[src/hw/rtl/rlfr_pkg.sv]
// Package for the rotating lagged Fibonacci random generator.
// Holds the shared constants, the word type, the command codes and the unit opcodes.
// No dependencies.
package rlfr_pkg;

  localparam int unsigned WordW        = 32;
  localparam int unsigned RingDepth    = 17;
  localparam int unsigned PartnerStart = 10;
  localparam int unsigned RotPartner   = 13;
  localparam int unsigned RotCurrent   = 9;
  localparam logic [WordW-1:0] LcgMult = 32'd2891336453;
  localparam logic [WordW-1:0] LcgInc  = 32'd1;

  typedef logic [WordW-1:0] word_t;

  typedef enum logic {
    CMD_DRAW   = 1'b0,
    CMD_RESEED = 1'b1
  } cmd_e;

  typedef enum logic {
    OP_LCG = 1'b0,
    OP_MIX = 1'b1
  } alu_op_e;

endpackage

[src/hw/rtl/rlfr_alu.sv]
// Shared arithmetic unit: one LCG step or the rotate-and-add mix of two ring words.
// Depends on rlfr_pkg.
module rlfr_alu (
  input  rlfr_pkg::alu_op_e op_i,
  input  rlfr_pkg::word_t   a_i,
  input  rlfr_pkg::word_t   b_i,
  output rlfr_pkg::word_t   res_o
);
  import rlfr_pkg::*;

  word_t rot_a;
  word_t rot_b;
  word_t prod;

  assign rot_a = (a_i << RotPartner) | (a_i >> (WordW - RotPartner));
  assign rot_b = (b_i << RotCurrent) | (b_i >> (WordW - RotCurrent));
  // Only the low word of the product is kept, as the generator works modulo 2^32.
  assign prod  = a_i * LcgMult;

  always_comb begin
    case (op_i)
      OP_LCG:  res_o = prod + LcgInc;
      OP_MIX:  res_o = rot_a + rot_b;
      default: res_o = rot_a + rot_b;
    endcase
  end

endmodule

[src/hw/rtl/rlfr_ring.sv]
// Ring word memory: one write port, two registered read ports, per-entry valid bits.
// Depends on rlfr_pkg.
module rlfr_ring #(
  parameter int unsigned Depth = rlfr_pkg::RingDepth,
  parameter int unsigned IdxW  = $clog2(Depth)
) (
  input  logic              clk_i,
  input  logic              rst_ni,
  input  logic              we_i,
  input  logic [IdxW-1:0]   waddr_i,
  input  rlfr_pkg::word_t   wdata_i,
  input  logic [IdxW-1:0]   raddr0_i,
  input  logic [IdxW-1:0]   raddr1_i,
  output rlfr_pkg::word_t   rdata0_o,
  output rlfr_pkg::word_t   rdata1_o
);
  import rlfr_pkg::*;

  word_t            mem [Depth];
  logic [Depth-1:0] vld_q;
  word_t            rdata0_q;
  word_t            rdata1_q;
  logic             rvld0_q;
  logic             rvld1_q;

  always_ff @(posedge clk_i) begin
    if (we_i) begin
      mem[waddr_i] <= wdata_i;
    end
    rdata0_q <= mem[raddr0_i];
    rdata1_q <= mem[raddr1_i];
  end

  // An entry never written since reset reads as zero.
  always_ff @(posedge clk_i or negedge rst_ni) begin
    if (!rst_ni) begin
      vld_q   <= '0;
      rvld0_q <= 1'b0;
      rvld1_q <= 1'b0;
    end else begin
      if (we_i) begin
        vld_q[waddr_i] <= 1'b1;
      end
      rvld0_q <= vld_q[raddr0_i];
      rvld1_q <= vld_q[raddr1_i];
    end
  end

  assign rdata0_o = rvld0_q ? rdata0_q : '0;
  assign rdata1_o = rvld1_q ? rdata1_q : '0;

endmodule

[src/hw/rtl/rotating_lagged_fibonacci_rng_core.sv]
// Rotating lagged Fibonacci (RANROT-B) random generator, top level.
// Uses rlfr_pkg, rlfr_ring and rlfr_alu.
//
// Usage: the input channel (in_valid_i / in_stall_o) carries one command per
// beat. A draw command (cmd_i = 0) returns one 32-bit word on the output
// channel (out_valid_o / out_stall_i); a reseed (cmd_i = 1) returns nothing
// and refills the 17-word ring from seed_value_i, or from the count of beats
// taken since reset when the seed is zero.
// Timing: a draw reads both ring words at the accept edge into the ring's
// read registers, mixes them in the shared unit and writes the result to the
// output register and back to the ring; the next beat is taken only once the
// draw has finished. A reseed runs the shared unit's LCG step once per ring
// word and writes each result through the ring's single write port.
// The input side is stalled while a command is in work.
// Reset restarts the indices, clears the beat count and the ring (reads return zero).
// If the receiver stalls with a result pending, that result holds and a new
// command is still taken; a following draw waits to finish until the output
// register is free.
module rotating_lagged_fibonacci_rng_core #(
  parameter int unsigned RING_DEPTH = rlfr_pkg::RingDepth
) (
  input  logic            clk_i,
  input  logic            rst_ni,
  input  logic            in_valid_i,
  output logic            in_stall_o,
  input  logic            cmd_i,
  input  rlfr_pkg::word_t seed_value_i,
  output logic            out_valid_o,
  input  logic            out_stall_i,
  output rlfr_pkg::word_t random_word_o
);
  import rlfr_pkg::*;

  localparam int unsigned IdxW = $clog2(RING_DEPTH);
  localparam logic [IdxW-1:0] LastIdx    = IdxW'(RING_DEPTH - 1);
  localparam logic [IdxW-1:0] PartnerIdx = IdxW'(PartnerStart);

  typedef enum logic [2:0] {
    ST_IDLE = 3'b001,
    ST_DRAW = 3'b010,
    ST_SEED = 3'b100
  } state_e;

  state_e          state_q, state_d;
  logic [IdxW-1:0] cur_q, cur_d;
  logic [IdxW-1:0] par_q, par_d;
  logic [IdxW-1:0] cnt_q, cnt_d;
  word_t           count_q, count_d;
  word_t           seed_q, seed_d;
  logic            out_valid_q, out_valid_d;
  word_t           out_word_q, out_word_d;

  logic            in_acc;
  logic            out_free;
  logic            ring_we;
  logic [IdxW-1:0] ring_waddr;
  word_t           cur_word;
  word_t           par_word;
  alu_op_e         alu_op;
  word_t           alu_a;
  word_t           alu_res;

  rlfr_ring #(
    .Depth (RING_DEPTH),
    .IdxW  (IdxW)
  ) u_ring (
    .clk_i    (clk_i),
    .rst_ni   (rst_ni),
    .we_i     (ring_we),
    .waddr_i  (ring_waddr),
    .wdata_i  (alu_res),
    .raddr0_i (cur_q),
    .raddr1_i (par_q),
    .rdata0_o (cur_word),
    .rdata1_o (par_word)
  );

  rlfr_alu u_alu (
    .op_i  (alu_op),
    .a_i   (alu_a),
    .b_i   (cur_word),
    .res_o (alu_res)
  );

  assign in_stall_o    = (state_q != ST_IDLE);
  assign in_acc        = in_valid_i && !in_stall_o;
  assign out_free      = !out_valid_q || !out_stall_i;
  assign out_valid_o   = out_valid_q;
  assign random_word_o = out_word_q;

  always_comb begin
    state_d     = state_q;
    cur_d       = cur_q;
    par_d       = par_q;
    cnt_d       = cnt_q;
    seed_d      = seed_q;
    count_d     = count_q;
    out_valid_d = out_valid_q && out_stall_i;
    out_word_d  = out_word_q;
    ring_we     = 1'b0;
    ring_waddr  = cur_q;
    alu_op      = OP_MIX;
    alu_a       = par_word;

    case (state_q)
      ST_IDLE: begin
        if (in_acc) begin
          count_d = count_q + 1'b1;
          if (cmd_e'(cmd_i) == CMD_RESEED) begin
            seed_d  = (seed_value_i == '0) ? count_q : seed_value_i;
            cnt_d   = '0;
            state_d = ST_SEED;
          end else begin
            state_d = ST_DRAW;
          end
        end
      end
      ST_DRAW: begin
        // Ring reads were issued at the accept edge; finish once the output slot frees.
        if (out_free) begin
          ring_we     = 1'b1;
          out_valid_d = 1'b1;
          out_word_d  = alu_res;
          cur_d       = (cur_q == '0) ? LastIdx : cur_q - 1'b1;
          par_d       = (par_q == '0) ? LastIdx : par_q - 1'b1;
          state_d     = ST_IDLE;
        end
      end
      ST_SEED: begin
        alu_op     = OP_LCG;
        alu_a      = seed_q;
        ring_we    = 1'b1;
        ring_waddr = cnt_q;
        seed_d     = alu_res;
        cnt_d      = cnt_q + 1'b1;
        if (cnt_q == LastIdx) begin
          cur_d   = '0;
          par_d   = PartnerIdx;
          state_d = ST_IDLE;
        end
      end
      default: begin
        state_d = ST_IDLE;
      end
    endcase
  end

  always_ff @(posedge clk_i or negedge rst_ni) begin
    if (!rst_ni) begin
      state_q     <= ST_IDLE;
      cur_q       <= '0;
      par_q       <= PartnerIdx;
      cnt_q       <= '0;
      count_q     <= '0;
      out_valid_q <= 1'b0;
    end else begin
      state_q     <= state_d;
      cur_q       <= cur_d;
      par_q       <= par_d;
      cnt_q       <= cnt_d;
      count_q     <= count_d;
      out_valid_q <= out_valid_d;
    end
  end

  always_ff @(posedge clk_i) begin
    seed_q     <= seed_d;
    out_word_q <= out_word_d;
  end

endmodule

[config.mk]
export PLATFORM = sky130hd
export DESIGN_NAME = rotating_lagged_fibonacci_rng_core
export DESIGN_NICKNAME = d
export VERILOG_FILES = /design/src/hw/rtl/rlfr_pkg.sv /design/src/hw/rtl/rlfr_alu.sv /design/src/hw/rtl/rlfr_ring.sv /design/src/hw/rtl/rotating_lagged_fibonacci_rng_core.sv
export SDC_FILE = /design/constraint.sdc
export NUM_CORES = 2
export LEC_CHECK = 0
export ABC_AREA = 1
export BUFFER_PORTS_ARGS = -buffer_cell sky130_fd_sc_hd__buf_2
export CORE_ASPECT_RATIO = 0.5
export CORE_MARGIN = 4
export CORE_UTILIZATION = 65
export DETAILED_ROUTE_END_ITERATION = 7
export GPL_TIMING_DRIVEN = 0
export PLACE_DENSITY = 0.82
export REMOVE_ABC_BUFFERS = 1
export SETUP_SLACK_MARGIN = 0.15
export SYNTH_ARGS = -nofsm -noshare
export SYNTH_HDL_FRONTEND = slang
export SYNTH_HIERARCHICAL = 1
export SYNTH_SLANG_ARGS = --single-unit
[constraint.sdc]
create_clock -name clk_i -period 15.94 [get_ports clk_i]
set_input_delay 1.594 -clock clk_i [delete_from_list [all_inputs] [get_ports clk_i]]
set_output_delay 1.594 -clock clk_i [all_outputs]
set_load 0.05 [all_outputs]
# ---- Yosys cells after proc, flatten, opt, wreduce, memory -nomap -nowiden
# Memory sizes are Yosys's and may differ from the RTL's. A register that Yosys moved wholly into a read port is not among the register bits.
# Index checks and enable logic that the tools add are counted.
dict set report word_totals {
  output_inout_bits 34
  memories 1
  ram_bits 544
  register_bits 134
}
dict set report op_classes {
  mux 38
  bitwise 3
  eq_ne 9
  reduce_logical 17
  multipliers 1
  order_cmp 4
  n_addsub 6
}
# name depth word_bits rd rd_clocked_by_memory_dff wr line_no
set memory_table {}
lappend memory_table {u_ring.mem 17 32 2 2 1 rlfr_ring.sv:19} ;# word_t mem [Depth];
# cell count
set ops {}
lappend ops {{$mux 32} 6}
lappend ops {{$pmux 32 s2} 2}
lappend ops {{$add 32x1->32 const B} 2}
lappend ops {{$mux 5} 9}
lappend ops {{$add 32x32->32} 1}
lappend ops {{$logic_not 32->1} 1}
lappend ops {{$mul 32x32->32 const B} 1}
lappend ops {{$or 32x13->32} 1}
lappend ops {{$or 32x9->32} 1}
lappend ops {{$pmux 5 s2} 3}
lappend ops {{$lt 5x6->1 const B} 3}
lappend ops {{$or 17x17->17} 1}
lappend ops {{$mux 3} 4}
lappend ops {{$bmux 1 s5} 2}
lappend ops {{$logic_not 5->1} 2}
lappend ops {{$sub 5x1->5 const B} 2}
lappend ops {{$mux 1} 9}
lappend ops {{$pmux 3 s3} 1}
lappend ops {{$reduce_and 3->1} 3}
lappend ops {{$ne 2x2->1 const B} 4}
lappend ops {{$add 5x1->5 const B} 1}
lappend ops {{$demux 1 s5} 1}
lappend ops {{$eq 5x5->1 const B} 1}
lappend ops {{$ge 5x1->1 const B} 1}
lappend ops {{10 further kinds} 16}

# ---- Longest topological paths before layout
dict set report logic_depth {
  depth_word 7
  mapped_depth 36
  ltp_nobuf 34
}

# ---- By module
# The synthesis kept the hierarchy.
# module seq_area_each_um2 area_per_inst_um2 cells_per_inst instances
set by_module_without_submodules {}
lappend by_module_without_submodules {rlfr_ring 18092.4 32513.7 4020 1}
lappend by_module_without_submodules {rlfr_alu 0.0 10266.1 1407 1}
lappend by_module_without_submodules {rotating_lagged_fibonacci_rng_core 3201.8 6123.4 740 1}

# ---- Worst setup path after synthesis
# No wires, ideal clock.
dict set report synth_path {
  path_type {flip-flop to flip-flop}
  from {register state_q[0]}
  to {register seed_q[31], data pin}
  path_stages_with_launch 34
  t_arrival_ns 6.896
  slack_ns 8.791
  t_required_ns 15.687
  period_less_slack_ns 7.149
  cell_sequence {dfstp_2 > inv_1 > nand3_1 > inv_2 > buf_2 > buf_2 > nand2_1 > nand2_1 > ha_1 > inv_1 > fa_1 > inv_1 > ha_1 > inv_1 > fa_1 > inv_1 > fa_1 > fa_1 > fa_1 > inv_1 > fa_1 > inv_1 > ha_1 > inv_1 > nor3_1 > nand2_1 > nor3_1 > nand2_1 > o211ai_1 > nand3_1 > nand3_1 > nand2_1 > nand2_1 > nand2_1}
}
dict set report synth_between {
  elab_chain_cells 6
  word_cells_on_any_way 10
  cone_classes {add/sub: 2; mul: 1; eq/ne: 2; mux: 4; bitwise: 1}
}
# element line_no
set synth_lines {}
lappend synth_lines {{start, declared} rotating_lagged_fibonacci_rng_core.sv:44} ;# state_e state_q, state_d;
lappend synth_lines {{start signal, assigned} rotating_lagged_fibonacci_rng_core.sv:157} ;# state_q <= state_d;
lappend synth_lines {{$eq 3x3->1 (*)} rotating_lagged_fibonacci_rng_core.sv:105} ;# case (state_q)
lappend synth_lines {{$mux 32 (*)} rotating_lagged_fibonacci_rng_core.sv:105}
lappend synth_lines {{via alu_a[7]} rotating_lagged_fibonacci_rng_core.sv:60} ;# word_t alu_a;
lappend synth_lines {{$mul 32x32->32 or $or 32x13->32 (tied branches)} {rlfr_alu.sv:18, rlfr_alu.sv:15}}
lappend synth_lines {{$add 32x1->32 or $add 32x32->32 (tied branches)} n/a}
lappend synth_lines {{$pmux 32 s2 (*)} rlfr_alu.sv:21} ;# case (op_i)
lappend synth_lines {{via alu_res[31]} rotating_lagged_fibonacci_rng_core.sv:61} ;# word_t alu_res;
lappend synth_lines {{$pmux 32 s2 (*)} rotating_lagged_fibonacci_rng_core.sv:105}
lappend synth_lines {{via seed_d[31]} rotating_lagged_fibonacci_rng_core.sv:49} ;# word_t seed_q, seed_d;
lappend synth_lines {{end signal, assigned} rotating_lagged_fibonacci_rng_core.sv:167} ;# seed_q <= seed_d;
lappend synth_lines {{end, declared} rotating_lagged_fibonacci_rng_core.sv:49}
# The timed path passes the listed nets; every way through them passes the cells marked *.
# A chain may end at the register's enable or synchronous reset.

# ---- Final worst setup path
dict set report layout_path {
  from {register state_q[2]}
  to {register seed_q[31], data pin}
}
# The elaborated chain is that of the path after synthesis.

==> impl_results.md <==
* Crit. End Element: flip-flop
* Post-place setup slack at 5.64 ns
* GRT Residual Overflow at 0
* Asr flop ratio synth at 9.43%
* Crit path time final at 10.46 ns
* Fill cell count at 5497
* Post-synthesis instance total at 6167
* Sequential fraction of the synthesis area at 43.5%
* Starting DRC count in detailed routing at 7031
* First-pass GRT wire length at 243 mm
* RSZ-0062 raised after global routing: no
* NumNets Final at 6503
* Clock root cell: clkbuf_16
* Delay-heaviest family, CP: adder cells
* Fmax at 95.6 MHz
* Total count of hold-check failures in the final report at 0
* Via count at 43682
* TritonCTS Buffers at 69
* Total Neg Setup Slack at 0 ns
* Data arrival, critical path at 10.86 ns
* Remaining DRCs at 9
* Multi-input gate area at 22200 um^2
* Die X at 396 um
* Die height at 202 um
* Via density at 6.10
* Post-Route WL at 162 mm
* Final ANT Viol Nets at 0
* PortBufs at 70
* CP Launch Type: flip-flop
* Register bit total from synthesis at 742
* Pin count of the biggest net entering global routing at 172
* Worst clock skew at 0.0356 ns
* Avg Synthesized Cell Area at 7.93 um^2
* Row count at 70
* Failing checks: design-rule violations
* Bufs on Longest Clock Path at 3
* Number of synthesized flops with an enable pin at 608
* GRT Resource Usage Total at 39.9%
* HPWL Detailed at 106 mm
* Status: finished with violations
* Initial antenna violation count at 5
* Max cap viols at 0
* Drt wl/cell at 22.6 um
* Worst-margin pin slew at 1.44 ns
* Area grow syn2layout at 7.27%
* Most common cell after layout, fill and taps aside: nand2_1
* Clock Sinks at 742
* Skew-Pair Late Insertion Delay at 0.66 ns
* Post-cts sizing count at 0
* FF+latch area at 21300 um^2
* Die area at 80000 um^2
* Crit Path Max Fanout at 68
* I/O pin cnt at 71
* Drt pass-1 iters at 8
* Core Region at 73700 um^2
* GP Congestion at 0.949
* Crit path buf inv count at 5
* Hold crit path type: flip-flop to flip-flop
* Post-synthesis cell type count at 53
* CP required at 16.33 ns
* Clk slew on worst S/H paths at 0.07 ns
* Hold_ws at 0.466 ns
* Critical Path Max Stage Delay at 0.91 ns
* Share of post-route cells with drive strength above 1 at 5.56%
* CTS tree: built
* Htree depth at 3
* Post-route core utilization at 71.1%
* Worst Setup Slack, final at 5.48 ns
* CP Class: flip-flop to flip-flop
* Final slew viol count at 0
* Hold-fix buffers at CTS at 0
* Vias in the first global route at 42240
* Setup violators final at 0
* Ys Warns at 6
* Most used cell, CP: nand2_1
* Slew headroom at 4.26%
* Period utilization at 65.6%
* Primary FF master, synth: edfxtp_1
* Slowest cell on the critical path: inv_2
* Commonest non-fill, non-tap cells in the layout: 2272 x nand2_1, 1028 x inv_1, 857 x nand3_1, 608 x edfxtp_1, 231 x ha_1
* Post-CTS Setup Repair Bufs at 0
* Initial Util at 66.3%
* Synth Cell Area at 48900 um^2
flip-flops by register name, indices dropped and copies added, names as in the netlist:
register,flops
cnt_q,5
count_q,32
cur_q,5
out_valid_o,1
par_q,5
random_word_o,32
seed_q,32
state_q,3
u_ring/mem,544
u_ring/rdata0_q,32
u_ring/rdata1_q,32
u_ring/rvld0_q,1
u_ring/rvld1_q,1
u_ring/vld_q,17
cell type report:
type,count,share of cell area (%)
repair buffers,124,2.86
multi-input cells,4111,42.2
inverters,1045,7.56
clock inverters,37,0.642
clock buffers,89,3.63
well taps,1008,2.40
diodes,4,0.0191
flip-flops and latches,742,40.6
routing by layer:
layer / share of wire [%] / global-route usage [%] / wire [um]
met1: 36 / 52.3 / 58000
met2: 43 / 60.3 / 69500
met3: 16 / 13.6 / 25700
met4: 5.4 / 18.2 / 8730
met5: 0.12 / 0 / 195
per-stage QoR:
step | cell area [um^2] | std cells
final | 52500 | 7160
after global routing | 52400 | 7156
after CTS | 52400 | 7156
after detailed placement | 50200 | 7030
after global placement | 48800 | 6976
after floorplan | 47200 | 5898
cell families after synthesis:
group | after synthesis | share of synthesized area, %
simple gates | 3384 | 28.7
buf+inv | 1314 | 11.5
flops | 742 | 43.5
fa+ha+maj | 373 | 11.7
compound gates | 302 | 3.54
xor+xnor | 52 | 0.931
Yosys cell counts, drive strengths merged, types with 2 or more instances:
cell type	count	share of area, %
and2	2	0.026
nand4	22	0.28
clkbuf	57	0.44
nand3	863	8.9
a21boi	4	0.061
dfrtp	67	3.4
xor2	43	0.77
o21ai	129	1.4
ha	231	5.9
o21bai	43	0.67
clkinv	2	0.015
buf	212	3.1
nand2	2296	18
a31oi	4	0.051
o211ai	4	0.072
inv	1043	8.0
a21o	6	0.095
o22ai	2	0.026
fa	142	5.8
nor3	22	0.26
o221ai	2	0.036
xnor2	9	0.16
nor2	168	1.4
or2	2	0.026
o21a	7	0.11
nand3b	7	0.11
dfxtp	64	2.6
edfxtp	608	37
dfstp	3	0.16
a21oi	98	1.0
final timing paths:
kind,start,end,slack (ns),depth (start not counted)
max in group asynchronous,rst_ni,cur_q[0]$_DFFE_PN0P_,14.13,1
worst max-delay path,state_q[2]$_DFFE_PN0P_,seed_q[31]$_DFFE_PP_,5.48,27
worst max register to register,state_q[2]$_DFFE_PN0P_,seed_q[31]$_DFFE_PP_,5.48,27
worst min register to register,u_ring/mem[16][15]$_DFFE_PP_,u_ring/rdata0_q[15]$_DFF_P_,0.47,2
min in group asynchronous,rst_ni,count_q[30]$_DFFE_PN0P_,1.07,1
worst min-delay path,u_ring/mem[16][15]$_DFFE_PP_,u_ring/rdata0_q[15]$_DFF_P_,0.47,2
worst reg2reg max path, cell delays in order, from the launching register on:
cell,delay [ns]
dfrtp_1,0.45
nand3_4,0.65
buf_16,0.50
inv_2,0.93
nand2_1,0.16
nand2_1,0.82
fa_1,0.71
xor2_1,0.23
ha_1,0.36
fa_1,0.56
inv_1,0.07
fa_1,0.54
fa_1,0.53
fa_1,0.56
inv_1,0.06
fa_1,0.47
ha_1,0.43
inv_1,0.10
nor3_1,0.38
nand2_1,0.18
nor3_1,0.17
nand2_1,0.10
o211ai_1,0.19
nand3_1,0.12
nand3_1,0.13
nand2_1,0.53
nand2_1,0.24
nand2_1,0.08
Power is left out: the tool's default activity adds up to more than one toggle a clock period on the data nets, which glitch-free logic cannot reach.
